`config.mk`:
```
export PLATFORM = sky130hd
export DESIGN_NAME = csm_queue
export DESIGN_NICKNAME = d
export VERILOG_FILES = /design/src/sv/csm_pkg.sv /design/src/sv/csm_queue.sv
export VERILOG_INCLUDE_DIRS = /design/src /design/src/sv
export SDC_FILE = /design/constraint.sdc
export NUM_CORES = 1
export LEC_CHECK = 0
export BUFFER_PORTS_ARGS = -buffer_cell sky130_fd_sc_hd__buf_2
export CORE_UTILIZATION = 50
export DETAILED_ROUTE_END_ITERATION = 6
export GPL_ROUTABILITY_DRIVEN = 0
export PLACE_DENSITY = 0.7
export SYNTH_ARGS = -nofsm -noshare
export SYNTH_HDL_FRONTEND = slang
export SYNTH_SLANG_ARGS = --single-unit
```
`constraint.sdc`:
```
create_clock -name i_clk -period 2.85 [get_ports i_clk]
set_clock_uncertainty 0.15 [all_clocks]
set_input_delay 0.1425 -clock i_clk [delete_from_list [all_inputs] [get_ports i_clk]]
set_output_delay 0.1425 -clock i_clk [all_outputs]
set_load 0.02 [all_outputs]
```
`src/sv/column_strip_sad_matcher_defines.svh`:
```
// Assertion macros shared by the column strip matcher RTL.
`ifndef COLUMN_STRIP_SAD_MATCHER_DEFINES_SVH
`define COLUMN_STRIP_SAD_MATCHER_DEFINES_SVH

// Condition must hold in the same cycle as the trigger.
`define CSM_ASSERT_NOW(label, clk, rst_n, pre, post, msg) \
    label: assert property (@(posedge clk) disable iff (!(rst_n)) (pre) |-> (post)) \
        else $error(msg);

// Condition must hold in the cycle after the trigger.
`define CSM_ASSERT_NEXT(label, clk, rst_n, pre, post, msg) \
    label: assert property (@(posedge clk) disable iff (!(rst_n)) (pre) |=> (post)) \
        else $error(msg);

`endif

```
`src/sv/csm_pkg.sv`:
```
// Shared constants, types and register codes of the column strip matcher.
`default_nettype none
package csm_pkg;

    localparam int MAX_WIDTH  = 1024;
    localparam int STRIP_HALF = 8;
    localparam int PIXEL_BITS = 8;

    localparam int STRIP_LEN   = 2 * STRIP_HALF;
    localparam int RING_ROWS   = STRIP_LEN - 1;
    localparam int SLOT_W      = $clog2(RING_ROWS);
    localparam int SLOTX_W     = SLOT_W + 1;
    localparam int STRIP_IDX_W = $clog2(STRIP_LEN);
    localparam int COL_W       = $clog2(MAX_WIDTH);
    localparam int ROW_W       = 11;
    localparam int CMP_W       = 14;
    localparam int MATCH_W     = 11;
    localparam int SUM_OUT_W   = 12;
    localparam int SUM_MAX     = (1 << SUM_OUT_W) - 1;
    localparam int REF_IDX_W   = 4;
    localparam int PIX_IN_W    = 8;
    localparam int CFG_IDX_W   = 3;
    localparam int CFG_DATA_W  = 12;

    localparam int GROUPS  = (STRIP_LEN + 3) / 4;
    localparam int PART_W  = PIXEL_BITS + 2;
    localparam int SUM_W   = PART_W + $clog2(GROUPS);
    localparam int SUMX_W  = (SUM_W > SUM_OUT_W) ? SUM_W : SUM_OUT_W;

    localparam int QUEUE_DEPTH = 4;
    localparam int QA_W        = $clog2(QUEUE_DEPTH);

    localparam logic MODE_REF   = 1'b0;
    localparam logic MODE_PIXEL = 1'b1;

    localparam logic [10:0] RST_IMAGE_WIDTH = 11'd1024;
    localparam logic [10:0] RST_FIRST_ROW   = 11'd24;
    localparam logic [10:0] RST_STOP_ROW    = 11'd1024;
    localparam logic [9:0]  RST_COL_START   = 10'd18;
    localparam logic [9:0]  RST_REF_ROW     = 10'd0;
    localparam logic [9:0]  RST_REF_COL     = 10'd0;
    localparam logic [11:0] RST_THRESHOLD   = 12'd400;

    typedef enum logic [CFG_IDX_W-1:0] {
        REG_IMAGE_WIDTH = 3'd0,
        REG_FIRST_ROW   = 3'd1,
        REG_STOP_ROW    = 3'd2,
        REG_COL_START   = 3'd3,
        REG_REF_ROW     = 3'd4,
        REG_REF_COL     = 3'd5,
        REG_THRESHOLD   = 3'd6
    } t_reg_idx;

    typedef struct packed {
        logic [10:0] image_width;
        logic [10:0] first_row;
        logic [10:0] stop_row;
        logic [9:0]  col_start;
        logic [9:0]  ref_centre_row;
        logic [9:0]  ref_centre_col;
        logic [11:0] match_threshold;
    } t_cfg;

    typedef struct packed {
        logic                  is_pixel;
        logic [REF_IDX_W-1:0]  ref_idx;
        logic [PIXEL_BITS-1:0] pix;
        logic [COL_W-1:0]      col;
        logic [SLOT_W-1:0]     slot;
        logic                  cand;
        logic [MATCH_W-1:0]    mrow;
        logic [MATCH_W-1:0]    mcol;
    } t_item;

endpackage
`default_nettype wire

```
`src/sv/csm_queue.sv`:
```
// Short queue of classified words between the front and back ends.
`default_nettype none
`include "column_strip_sad_matcher_defines.svh"
module csm_queue
    import csm_pkg::*;
(
    input  wire logic  i_clk,
    input  wire logic  i_rst_n,
    input  wire logic  i_push,
    input  wire t_item i_item,
    output logic       o_full,
    input  wire logic  i_pop,
    output t_item      o_item,
    output logic       o_empty
);

    t_item           r_mem [QUEUE_DEPTH];
    logic [QA_W-1:0] r_wp;
    logic [QA_W-1:0] r_rp;
    logic [QA_W:0]   r_count;

    assign o_full  = (r_count == (QA_W + 1)'(QUEUE_DEPTH));
    assign o_empty = (r_count == '0);
    assign o_item  = r_mem[r_rp];

    always_ff @(posedge i_clk) begin
        if (i_push) begin
            r_mem[r_wp] <= i_item;
        end
    end

    always_ff @(posedge i_clk) begin
        if (!i_rst_n) begin
            r_wp    <= '0;
            r_rp    <= '0;
            r_count <= '0;
        end else begin
            if (i_push) begin
                r_wp <= r_wp + QA_W'(1);
            end
            if (i_pop) begin
                r_rp <= r_rp + QA_W'(1);
            end
            if (i_push && !i_pop) begin
                r_count <= r_count + (QA_W + 1)'(1);
            end else if (!i_push && i_pop) begin
                r_count <= r_count - (QA_W + 1)'(1);
            end
        end
    end

    `CSM_ASSERT_NOW(a_no_overflow, i_clk, i_rst_n, i_push, !o_full, "queue pushed while full")
    `CSM_ASSERT_NOW(a_no_underflow, i_clk, i_rst_n, i_pop, !o_empty, "queue popped while empty")
    `CSM_ASSERT_NOW(a_count_range, i_clk, i_rst_n, 1'b1, r_count <= (QA_W + 1)'(QUEUE_DEPTH), "queue count out of range")

endmodule
`default_nettype wire

```
### Word-level counts from Yosys, hierarchy flattened

Memory sizes are Yosys's and may differ from the RTL's. A register that Yosys moved wholly into a read port is not among the register bits.
Index checks and enable logic that the tools add are counted.

* equal/unequal tests: 1
* add/sub/neg operators: 4
* mux-type cells: 6
* reduce and logical (&&, ||, !) cells: 6

Operators with widths (count)
* 3-bit two-way mux: 2
* 2-bit by 1-bit adder with 2-bit output, second input constant: 2
* 2-bit two-way mux: 2
* 3-bit by 1-bit adder with 3-bit output, second input constant: 1
* 3-bit equality test, second input constant: 1
* 3-bit zero test: 1
* 3-bit by 1-bit subtractor with 3-bit output, second input constant: 1
* 1-bit logical AND: 2
* 1-bit zero test: 2
* 1-bit two-way mux: 2
* 2-bit nonzero test: 1

* word-level logic and storage cells: 21
* bits of input ports: 54
* output and inout bits: 52
* memories: 1
* register bits after elaboration: 7
* memory bits (writable): 200

Memories
* r_mem: depth 4, width 50, rd ports 1, clocked after Yosys merged registers in 1, write ports 1, RTL line csm_queue.sv:17 `t_item r_mem [QUEUE_DEPTH];`

### Longest topological paths before layout

* depth in word-level cells: 4
* depth in mapped cells: 7
* depth with buffers taken out: 7

### Worst setup path before layout

OpenSTA, ideal clock, no wires.

* kind: reg-to-reg
* start point: register r_wp[0]
* end point: memory r_mem[2][0] in the netlist's numbering (enable)
* path buffers: 0
* data arrival time: 1.733 ns
* setup slack: 0.555 ns
* cell stages (with the launch flop): 4
* required time: 2.287 ns
* clock period less this slack: 2.295 ns
* library setup time: 0.413 ns
* path through: dfxtp_1 -> inv_1 -> ha_1 -> and2_1

RTL lines
* start: declaration: RTL line csm_queue.sv:18 `logic [QA_W-1:0] r_wp;`
* start signal: assignment: RTL line csm_queue.sv:39 `r_wp <= r_wp + QA_W'(1);`
* end: declaration: RTL line csm_queue.sv:17

No word-level cell before the write port.

==> impl_results.md <==
* Overall global routing resource usage at 16.90%
* Highest ir drop seen on vdd at 0.4929 mV
* Area of all sequential standard cells at 6191 µm²
* Register area share after synthesis at 80.16%
* Setup repair after global routing missed its margin: no
* Critical Path Source Type: flip-flop
* Met3 layer wire length in the routed design at 662 µm
* Clock period minus worst slack at 2.413 ns
* Core region area at 15150 µm²
* Syn_nets at 365
* GR Overflow Total at 0
* Cell with the biggest individual delay on the critical path: sky130_fd_sc_hd__dfxtp_4
* Sink Count at 209
* Filler Cell Count at 1010
* Total I/O pin count at 106
* Chain of cells forming the critical path: buf_4 > mux4_2 > buf_2
* Wire length the detailed router placed on met1 at 5500 µm
* Worst setup EP type: primary output
* Die Width at 126.2 µm
* Area occupied by multi-input gates at 1381 µm²
* Count of pins over their slew limit at 0
* Layout cells sized above 1 at 40.20%
* TNS Setup at 0 ns
* Total number of placement rows at 45
* Biggest cell delay along the critical path at 0.60 ns
* Hold Path Class: input port to flip-flop
* Area growth, synth to finish at 25.15%
* Via count of the first global-routing pass at 3906
* Status: completed
* Final WS setup at 0.4369 ns
* TritonCTS clock tree: done
* Remaining antenna violation count at 0
* Final period utilization at 84.67%
* Detailed Route WL at 13130 µm
* Mean instance size in the synthesized netlist at 25.30 µm²
* Highest routing layer actually used: met4
* Number of buffers added by the clock tree synthesis step at 21
* Wire length of the first global-routing pass at 20280 µm
* Max-slew headroom at 64.75%
* Endpoints failing hold at 0
* Ratio of routed vias to standard cells at 5.313
* Clock input transition at the sequential cells of the worst setup and hold paths at 0.06 ns
* Mapped cell area at 7717 µm²
* Clock latency reported for the late side of the worst-skew pair at 0.48 ns
* Antenna violations before repair at 0
* FF+latch count, synth at 209
* Clock root buffer: sky130_fd_sc_hd__clkbuf_16
* Total DRC errors in the routed layout at 0
* Detail Route met2 WL at 6765 µm
* Initial standard-cell utilization of the core at 50.95%
* Data required time of the worst path at 2.56 ns
* Vias post-DR at 3655
* Overall die area at 15940 µm²
* Number of iterations in the first detailed-routing pass at 4
* Endpoint arrival time on the critical path at 2.12 ns
* Least-Margin Pin Slew at 0.5288 ns
* Detailed Route Iter0 Violations at 198
* Power per cell area at 708.2 nW/µm²
* Most common cell after layout, fill and taps aside: sky130_fd_sc_hd__edfxtp_1
* Synth warn at 0
* Total setup violations reported at the end of the flow at 0
* Detailed-route wire length per cell at 19.08 µm
* Buffer depth of the longest clock path at 3
* Largest net degree at the start of global routing at 51
* Post-Synthesis Cells at 305
* Library cells used by synthesis at 21
* Nets at 546
* Max Freq at 0.4144 GHz
* Post-CTS setup-driven buffer insertion count at 0
* Commonest non-fill, non-tap cells in the layout: sky130_fd_sc_hd__edfxtp_1, sky130_fd_sc_hd__buf_2, sky130_fd_sc_hd__dlygate4sd3_1
* Critical path class: flip-flop to primary output
* Vertical extent of the die at 126.2 µm
* Dpl ws at 0.8842 ns
* Deepest level of the CTS H-tree at 1
* Largest fanout of any net on the critical path at 18
* Post-detailed-placement half-perimeter wirelength at 7632 µm
* Number of diodes added for antenna fixing at 0
* Number of port buffers at 105
* Number of max-cap violations at 0
* Total leakage power at 0.003339 µW
==> per-stage QoR <==
stage | cell area [µm²] | util (%) | total power [µW] | hold slack [ns] | instances
floorplan | 7717 | - | 4142 | 0.09137 | 305
global placement | 8493 | 56.08 | 4374 | 0.2027 | 597
detailed placement | 8493 | 56.08 | 4394 | 0.2093 | 597
CTS | 9658 | 63.77 | 6914 | 0.2417 | 688
global route | 9658 | 63.77 | 7086 | 0.2579 | 688
finish | 9658 | 63.77 | 6840 | 0.2589 | 688
==> sequential cells by signal, summed over array words and instances, names as in the netlist, named ones only <==
| register | cells |
|---|---|
| r_rp | 2 |
| r_count | 3 |
| r_mem | 200 |
| r_wp | 2 |
==> path summary, 6_finish.rpt <==
kind              start      endpoint  slack, ns  depth (start not counted)
min reg2reg  r_count[2]    r_count[2]       0.41                          2
max           flip-flop     o_item[9]       0.44                          3
max reg2reg     r_wp[0]  r_mem[2][17]       1.04                          4
min           i_item[3]   r_mem[2][3]       0.26                          2
==> where the power goes <==
group	leakage [µW]	switching, µW	total [µW]	internal (µW)
combinational	0.00112	430	795	365
clock	0.000307	1030	2460	1430
sequential	0.00191	55.3	3580	3530
==> repair_timing <==
item	in CTS	in global routing
hold buffers	54	0
gates resized for setup	0	0
hold endpoints to repair	209	0
==> cell usage after synthesis, drive strengths merged <==
cell | n | area, µm²
nand2 | 1 | 3.750
nor3b | 1 | 7.510
and2 | 9 | 56.30
or3 | 1 | 6.260
xor2 | 3 | 26.28
buf | 12 | 140.1
a21boi | 1 | 7.510
dfxtp | 9 | 180.2
inv | 4 | 15.01
nor3 | 1 | 5.000
ha | 5 | 62.56
edfxtp | 200 | 6006
xnor2 | 2 | 17.52
nor2b | 2 | 12.51
fa | 1 | 20.02
mux4 | 50 | 1126
mux2i | 2 | 20.02
o21ai | 1 | 5.000
==> metal layers <==
layer	GRT usage, %	vias up
li1	-	1650
met1	21.63	1884
met3	3.229	21
met2	29.64	100
met5	0	-
met4	4.819	0
==> final cells by class <==
cell class                 instances  share of cell area [%]
sequential                       209                   64.10
multi-input combinational         80                   14.30
timing repair buffer             170                   12.54
clock buffer                      29                   6.063
tap                              188                   2.436
clock inverter                     8                  0.4016
inverter                           4                  0.1555
==> logic make-up (layout without fill, tap and decap cells) <==
group | after synthesis | in the layout | synth area share (%)
muxes | 52 | 52 | 14.85
buffers and inverters | 16 | 211 | 2.010
adders and majority gates | 6 | 6 | 1.070
xor gates and xnor gates | 5 | 5 | 0.5675
and+or+nand+nor | 15 | 15 | 1.183
DFF | 209 | 209 | 80.16
AOI/OAI and AO/OA | 2 | 2 | 0.1621
==> worst max-delay path, delay by kind of cell (launching register included) <==
family   cells  cell delay, ns
buf+inv      2            0.49
flops        1            0.60
mux          1            0.53
(Power assumes the default switching activity.)
