### src/sv/column_strip_sad_matcher_defines.svh
// Assertion macros shared by the column strip matcher RTL.
`ifndef COLUMN_STRIP_SAD_MATCHER_DEFINES_SVH
`define COLUMN_STRIP_SAD_MATCHER_DEFINES_SVH

// Condition must hold in the same cycle as the trigger.
`define CSM_ASSERT_NOW(label, clk, rst_n, pre, post, msg) \
    label: assert property (@(posedge clk) disable iff (!(rst_n)) (pre) |-> (post)) \
        else $error(msg);

// Condition must hold in the cycle after the trigger.
`define CSM_ASSERT_NEXT(label, clk, rst_n, pre, post, msg) \
    label: assert property (@(posedge clk) disable iff (!(rst_n)) (pre) |=> (post)) \
        else $error(msg);

`endif

### src/sv/csm_pkg.sv
// Shared constants, types and register codes of the column strip matcher.
`default_nettype none
package csm_pkg;

    localparam int MAX_WIDTH  = 1024;
    localparam int STRIP_HALF = 8;
    localparam int PIXEL_BITS = 8;

    localparam int STRIP_LEN   = 2 * STRIP_HALF;
    localparam int RING_ROWS   = STRIP_LEN - 1;
    localparam int SLOT_W      = $clog2(RING_ROWS);
    localparam int SLOTX_W     = SLOT_W + 1;
    localparam int STRIP_IDX_W = $clog2(STRIP_LEN);
    localparam int COL_W       = $clog2(MAX_WIDTH);
    localparam int ROW_W       = 11;
    localparam int CMP_W       = 14;
    localparam int MATCH_W     = 11;
    localparam int SUM_OUT_W   = 12;
    localparam int SUM_MAX     = (1 << SUM_OUT_W) - 1;
    localparam int REF_IDX_W   = 4;
    localparam int PIX_IN_W    = 8;
    localparam int CFG_IDX_W   = 3;
    localparam int CFG_DATA_W  = 12;

    localparam int GROUPS  = (STRIP_LEN + 3) / 4;
    localparam int PART_W  = PIXEL_BITS + 2;
    localparam int SUM_W   = PART_W + $clog2(GROUPS);
    localparam int SUMX_W  = (SUM_W > SUM_OUT_W) ? SUM_W : SUM_OUT_W;

    localparam int QUEUE_DEPTH = 4;
    localparam int QA_W        = $clog2(QUEUE_DEPTH);

    localparam logic MODE_REF   = 1'b0;
    localparam logic MODE_PIXEL = 1'b1;

    localparam logic [10:0] RST_IMAGE_WIDTH = 11'd1024;
    localparam logic [10:0] RST_FIRST_ROW   = 11'd24;
    localparam logic [10:0] RST_STOP_ROW    = 11'd1024;
    localparam logic [9:0]  RST_COL_START   = 10'd18;
    localparam logic [9:0]  RST_REF_ROW     = 10'd0;
    localparam logic [9:0]  RST_REF_COL     = 10'd0;
    localparam logic [11:0] RST_THRESHOLD   = 12'd400;

    typedef enum logic [CFG_IDX_W-1:0] {
        REG_IMAGE_WIDTH = 3'd0,
        REG_FIRST_ROW   = 3'd1,
        REG_STOP_ROW    = 3'd2,
        REG_COL_START   = 3'd3,
        REG_REF_ROW     = 3'd4,
        REG_REF_COL     = 3'd5,
        REG_THRESHOLD   = 3'd6
    } t_reg_idx;

    typedef struct packed {
        logic [10:0] image_width;
        logic [10:0] first_row;
        logic [10:0] stop_row;
        logic [9:0]  col_start;
        logic [9:0]  ref_centre_row;
        logic [9:0]  ref_centre_col;
        logic [11:0] match_threshold;
    } t_cfg;

    typedef struct packed {
        logic                  is_pixel;
        logic [REF_IDX_W-1:0]  ref_idx;
        logic [PIXEL_BITS-1:0] pix;
        logic [COL_W-1:0]      col;
        logic [SLOT_W-1:0]     slot;
        logic                  cand;
        logic [MATCH_W-1:0]    mrow;
        logic [MATCH_W-1:0]    mcol;
    } t_item;

endpackage
`default_nettype wire

### src/sv/csm_front.sv
// Front end: accepts words, tracks raster position and classifies candidates.
`default_nettype none
module csm_front
    import csm_pkg::*;
(
    input  wire logic                  i_clk,
    input  wire logic                  i_rst_n,
    input  wire t_cfg                  i_cfg,
    input  wire logic                  i_valid,
    output logic                       o_ready,
    input  wire logic                  i_mode,
    input  wire logic [REF_IDX_W-1:0]  i_ref_index,
    input  wire logic [PIX_IN_W-1:0]   i_pixel_value,
    input  wire logic                  i_frame_start,
    input  wire logic                  i_full,
    output logic                       o_push,
    output t_item                      o_item
);

    logic [ROW_W-1:0]  r_row, n_row;
    logic [COL_W-1:0]  r_col, n_col;
    logic [SLOT_W-1:0] r_slot, n_slot;

    logic [CMP_W-1:0]  w_width;
    logic [COL_W-1:0]  w_col0;
    logic [COL_W-1:0]  w_col;
    logic [ROW_W-1:0]  w_row;
    logic [SLOT_W-1:0] w_slot;
    logic              w_last;
    logic              w_cand;
    logic              w_is_pixel;

    assign o_ready    = !i_full;
    assign o_push     = i_valid && !i_full;
    assign w_is_pixel = (i_mode == MODE_PIXEL);

    always_comb begin
        if (i_cfg.image_width == '0) begin
            w_width = CMP_W'(1);
        end else if (CMP_W'(i_cfg.image_width) > CMP_W'(MAX_WIDTH)) begin
            w_width = CMP_W'(MAX_WIDTH);
        end else begin
            w_width = CMP_W'(i_cfg.image_width);
        end
    end

    always_comb begin
        w_col0 = i_frame_start ? '0 : r_col;
        w_row  = i_frame_start ? '0 : r_row;
        w_slot = i_frame_start ? '0 : r_slot;
        w_col  = (CMP_W'(w_col0) >= w_width) ? '0 : w_col0;
        w_last = (CMP_W'(w_col) + CMP_W'(1)) >= w_width;
        w_cand = (CMP_W'(w_row) >= CMP_W'(i_cfg.first_row) + CMP_W'(STRIP_HALF - 1))
              && (CMP_W'(w_row) >= CMP_W'(2 * STRIP_HALF))
              && (CMP_W'(w_row) + CMP_W'(1) < CMP_W'(i_cfg.stop_row))
              && (CMP_W'(w_col) >= CMP_W'(i_cfg.col_start));
    end

    always_comb begin
        n_row  = r_row;
        n_col  = r_col;
        n_slot = r_slot;
        if (o_push && w_is_pixel) begin
            if (w_last) begin
                n_col = '0;
                n_row = w_row + ROW_W'(1);
                if (w_row == '1) begin
                    n_slot = '0;
                end else if (w_slot == SLOT_W'(RING_ROWS - 1)) begin
                    n_slot = '0;
                end else begin
                    n_slot = w_slot + SLOT_W'(1);
                end
            end else begin
                n_col  = w_col + COL_W'(1);
                n_row  = w_row;
                n_slot = w_slot;
            end
        end
    end

    always_ff @(posedge i_clk) begin
        if (!i_rst_n) begin
            r_row  <= '0;
            r_col  <= '0;
            r_slot <= '0;
        end else begin
            r_row  <= n_row;
            r_col  <= n_col;
            r_slot <= n_slot;
        end
    end

    always_comb begin
        o_item.is_pixel = w_is_pixel;
        o_item.ref_idx  = i_ref_index;
        o_item.pix      = PIXEL_BITS'(i_pixel_value);
        o_item.col      = w_col;
        o_item.slot     = w_slot;
        o_item.cand     = w_cand;
        o_item.mrow     = MATCH_W'(w_row - ROW_W'(STRIP_HALF - 1)
                                   - ROW_W'(i_cfg.ref_centre_row));
        o_item.mcol     = MATCH_W'(w_col) - MATCH_W'(i_cfg.ref_centre_col);
    end

endmodule
`default_nettype wire

### config.mk
export PLATFORM = sky130hd
export DESIGN_NAME = csm_front
export DESIGN_NICKNAME = d
export VERILOG_FILES = /design/src/sv/column_strip_sad_matcher_defines.svh /design/src/sv/csm_pkg.sv /design/src/sv/csm_front.sv
export SDC_FILE = /design/constraint.sdc
export NUM_CORES = 1
export LEC_CHECK = 0
export BUFFER_PORTS_ARGS = -buffer_cell sky130_fd_sc_hd__buf_2
export CORE_MARGIN = 3
export CORE_UTILIZATION = 53
export DETAILED_ROUTE_END_ITERATION = 8
export PLACE_DENSITY = 0.93
export SETUP_SLACK_MARGIN = 0.2
export SYNTH_ARGS = -nofsm -noshare
export SYNTH_HDL_FRONTEND = slang
export SYNTH_SLANG_ARGS = --single-unit
### constraint.sdc
create_clock -name i_clk -period 6.7 [get_ports i_clk]
set_input_delay 1.005 -clock i_clk [delete_from_list [all_inputs] [get_ports i_clk]]
set_output_delay 1.005 -clock i_clk [all_outputs]
set_load 0.01 [all_outputs]
Word level (Yosys, flattened, before mapping):

Index checks and enable logic that the tools add are counted.

* register bits: 25

* add/subtract/negate cells: 9
* magnitude comparators: 7
* equal/unequal tests: 2
* multiplexer cells: 11
* reduce and logical (&&, ||, !) cells: 7

Operators by type and width (number)
* $mux W11: 3
* $mux W10: 3
* $mux W4: 4
* $ge A10 B14 Y1: 1
* $ge A11 B14 Y1: 1
* $mux W14: 1
* $add A11 B1 Y12 const B: 1
* $add A11 B3 Y12 const B: 1
* $ge A11 B12 Y1: 1
* $lt A12 B11 Y1: 1
* $add A10 B1 Y11 const B: 1
* $add A11 B1 Y11 const B: 1
* $eq A11 B11 Y1 const B: 1
* $ge A11 B5 Y1 const B: 1
* $gt A11 B11 Y1 const B: 1
* $logic_not A11 Y1: 1
* $sub A10 B10 Y11: 1
* $sub A11 B10 Y11: 1
* $sub A11 B3 Y11 const B: 1
* $add A10 B1 Y10 const B: 1
* $ge A10 B10 Y1: 1
* $logic_and A1 B1 Y1: 5
* $add A4 B1 Y4 const B: 1
* $eq A4 B4 Y1 const B: 1
* $logic_not A1 Y1: 1

Longest topological paths before layout:

* depth in word-level cells: 8
* depth in mapped cells: 28

Least setup slack after synthesis:

Ideal clock, no wire load.

* kind: input-to-output
* start: in i_frame_start
* end: out o_item[7] in the netlist's numbering
* data arrival time: 4942 ps
* required time: 5695 ps
* slack: 753 ps
* stages: 19
* buffers on the path: 5
* cells stage by stage: buf_2 > clkbuf_1 > clkbuf_1 > nor2b_1 > ha_1 > nand3_1 > nor3b_1 > o21a_1 > a21o_1 > clkbuf_1 > buf_1 > nor2b_1 > ha_1 > o21a_1 > o31a_1 > nor2_1 > maj3_1 > or4b_1 > o311ai_0

RTL lines
* start, declared: RTL line csm_front.sv:14 `input wire logic i_frame_start,`
* end, declared: RTL line csm_front.sv:17 `output t_item o_item`

==> key figures <==
Clocking
  – CTS Buf Count: 3
  – Clock Path Buffers: 2
  – Clk root buf: clkbuf_8
  – Clk_lat worst skew: between 0.2 and 0.3 ns
  – Cts hold-fix bufs: 0
  – Post-CTS sizing: 0
  – Clock-pin slew on the worst setup and hold paths: 0.08 ns
  – # clock sinks: 25
  – H-tree depth: 1
  – TritonCTS clock tree: yes
  – Setup Fix Bufs, Post-CTS: 0

Final layout
  – Layout area overhead: 13.3%
  – Final net count: about 870
  – Register Area: 500 µm²
  – Post-layout util: about 63%
  – Filler cells: between 600 and 700
  – Ant diodes: 0
  – Multi-input logic area: approximately 3500 µm²
  – Share of cells above drive strength 1: between 15 and 20%

STA
  – Period utilisation layout: 91.9%
  – Max Fclk: 162 MHz
  – Setup TNS: 0 ns
  – Hold Vio Cnt, Final: 0
  – Final Setup Violations: 0
  – Setup slack after layout: between 0.5 and 0.6 ns
  – Max Slew Vio Count: 0
  – Slew margin rel.: 38.5%
  – Clock Skews: 0.0108 ns
  – Final worst path period need: between 6 and 7 ns
  – Unrepaired setup endpoints after global routing: false
  – Worst slew pin tran: 0.920 ns

Power and ir drop
  – Combinational power share: approximately two fifths
  – Switching Power: between 100 and 150 µW
  – Pint: 265 µW
  – Pwr/cell area: just over 80 nW/µm²
  – Lkg Pwr: between 0.002 and 0.003 µW
  – Reg power frac: 36.4%
  – PnR Total Power: a little over 400 µW
  – Clk pwr share: between 20% and 30%
  – VDD IR max: roughly 0.11 mV
  – Switching part of the total power: a little over a third

Route
  – DRT Wirelength: 11800 µm
  – Vias: approximately 4600
  – Drt drc: 0
  – Vias per cell: approximately 5.8
  – Drt initial violations: 297
  – WL/cell: 14.9 µm
  – TritonRoute pass-1 iters: 5
  – DRT antenna net count: 0

Critical path
  – Reg2Reg Launch Point: r_col[2]$_SDFFE_PN0P_
  – Worst path max stage delay: about 0.44 ns
  – Crit path capture type: primary output
  – Worst Path Arrival: slightly above 5 ns
  – Stages on the worst setup path: 18
  – Crit-path slowest cell: or4b_1
  – Worst setup path class: primary input to primary output
  – Crit path required time: around 5.7 ns
  – CP Launch Type: primary input
  – R2R depth: 22
  – CP Buf/Inv Count: 4
  – Crit path max-delay family: simple AND/OR/NAND/NOR gates
  – CP startpoint: i_frame_start
  – Crit-path cells: buf_2, buf_4, nor2b_1, ha_1, nand3_1, nor3b_1, o21a_1, a211oi_2, buf_4, and2_1, ha_1, o21a_1, o31a_1, nor2_1, maj3_1, or4b_1, o311ai_0, buf_2
  – Critical path peak fanout: 25

Global route
  – Overflow after GRT: 0
  – Antenna violations before repair: 0
  – Number of global-route vias before repair: 4526
  – Largest net degree at the start of global routing: 31
  – First-pass GRT wire length: between 15000 and 20000 µm
  – Global-route usage over all layers: roughly a quarter

Yosys
  – Synth top area cells: ha_1 (24%), dfxtp_1 (11%), inv_1 (6.7%), xnor2_1 (5.1%), a21oi_1 (4.4%)
  – Post-synth top area share: about a quarter
  – Mapped Nets: between 700 and 800
  – Post-synth EDFFs: 0
  – Primary FF master, synth: dfxtp_1
  – Post-synthesis sequential area ratio: a little under an eighth
  – Proportion of synthesized area in mux cells: 0.254%
  – Largest area contributor in the netlist: ha_1
  – Main combinational cell family by area after synthesis: adder cells
  – Yosys warns: 0
  – Adder-cell share of the synthesized area: about a quarter
  – Post-Synth XOR/XNOR Area: 8.09%
  – Synthesized flop and latch total: 25
  – Yosys cell types: between 60 and 70
  – Post-Syn Area: approximately 4400 µm²
  – Post-synthesis area per instance: roughly 7.3 µm²
  – Post-synthesis compound-gate area fraction: 21.0%
  – Synth async-reset ratio: 0%
  – Synth Instances: 606
  – Simple-gate share of the synthesized area: 23.4%

Place
  – RePlAce Congestion: about 0.9
  – Placement Setup Slack: 0.498 ns
  – Final HPWL DP: roughly 9800 µm
  – Number of I/O port buffers: 108

Die
  – Number of top-level pins: 145
  – CORE AREA: approximately 7900 µm²
  – Total die area: between 9000 and 10000 µm²
  – Row cnt: 32
  – Initial Utilization: a little under three fifths
  – Die height: approximately 98 µm
  – Die X: 97.5 µm

Status
  – Status: finished clean

Worst hold path
  – HP Class: register to register
  – Hold wc startpoint: r_col[7]$_SDFFE_PN0P_
  – WHS Path Cells: 2

Run
  – Max-cap viol count: 0
==> power groups by stage <==
stage | Sequential (µW) | Clock [µW] | Combinational (µW)
after floorplan | 153 | 0 | 111
after global placement | 153 | 0 | 156
after detailed placement | 153 | 0 | 166
after CTS | 149 | 92.8 | 167
after global routing | 150 | 99.4 | 188
final | 149 | 93.6 | 168
==> placed cells by master, fill, tap and decap left out, types with 8 or more instances in the layout <==
cell type    n
buf_2      108
ha_1        85
inv_1       79
nor2_1      40
a21oi_1     39
nand2_1     35
o21ai_0     35
xnor2_1     26
dfxtp_1     25
nor2b_1     22
nand3_1     19
nand2b_1    18
xor2_1      15
a21o_1      11
nor4_1      10
o21a_1       8
and3_1       8
nand4_1      8
==> synthesized netlist by cell type (all sizes together) (4+ instances only) <==
cell type / n
dfxtp: 25
nand2b: 18
xor2: 15
or3: 4
nor2: 40
o21ai: 38
inv: 79
and2: 6
and3: 8
o21a: 8
clkbuf: 13
nor3: 7
a21oi: 39
a21o: 11
or4: 4
ha: 85
a31oi: 4
nand3b: 7
nor4: 10
buf: 19
o211ai: 5
nor2b: 22
xnor2: 26
a211oi: 9
nand2: 35
nand4: 8
nand3: 19
==> metrics by stage <==
stage               instances  area [µm²]  hold slack [ns]
floorplan                 606        4440            0.464
global placement          789        4990            0.484
detailed placement        789        4990            0.503
CTS                       793        5030            0.523
global route              793        5030            0.557
finish                    793        5030            0.519
==> final cells by class <==
class | count | share of cell area [%]
clock inverter | 1 | 0.0995
tap | 102 | 2.54
multi-input combinational | 469 | 69.1
inverter | 80 | 5.97
clock buffer | 3 | 0.820
timing repair buffer | 113 | 11.5
sequential | 25 | 9.95
==> sequential cells by signal (all words and copies together), names as in the netlist <==
signal	count
r_slot	4
r_row	11
r_col	10
==> logic make-up after synthesis <==
group,Yosys count
adders and majority gates,89
muxes,1
buffers and inverters,112
and+or+nand+nor,196
AOI/OAI and AO/OA,142
DFF,25
xor gates and xnor gates,41
==> worst register-to-register path, cell delays in order, from the launching register on <==
cell and delay (ns):
dfxtp_1 0.43, nor2b_1 0.27, ha_1 0.29, a21o_1 0.18, a31oi_1 0.21, o21ai_1 0.15
a211oi_2 0.24, nand2_1 0.17, inv_1 0.14, ha_1 0.30, nand4_1 0.13, nor2_1 0.22
and3_1 0.28, xnor2_1 0.14, nor3_1 0.07, ha_1 0.22, a211oi_2 0.19, nand2_1 0.08
o31ai_1 0.36, o311ai_4 0.29, or3_1 0.37, or4_1 0.41, a21oi_1 0.15
==> routing by layer <==
layer  GRT usage, %  share of wire [%]  vias up
met4           8.09                2.3        0
met1           29.0                 41     2123
met3           3.88                6.9       30
li1               -                  -     2285
met5              0                  0        -
met2           42.5                 50      175
==> path summary, 6_finish.rpt <==
check                          endpoint  slack (ns)
setup / recovery              o_item[7]        0.54
hold / removal    r_col[7]$_SDFFE_PN0P_        0.52
setup reg to reg  r_col[9]$_SDFFE_PN0P_        1.36
hold reg to reg   r_col[7]$_SDFFE_PN0P_        0.52
Note: power is estimated with default switching activity, not from simulation.
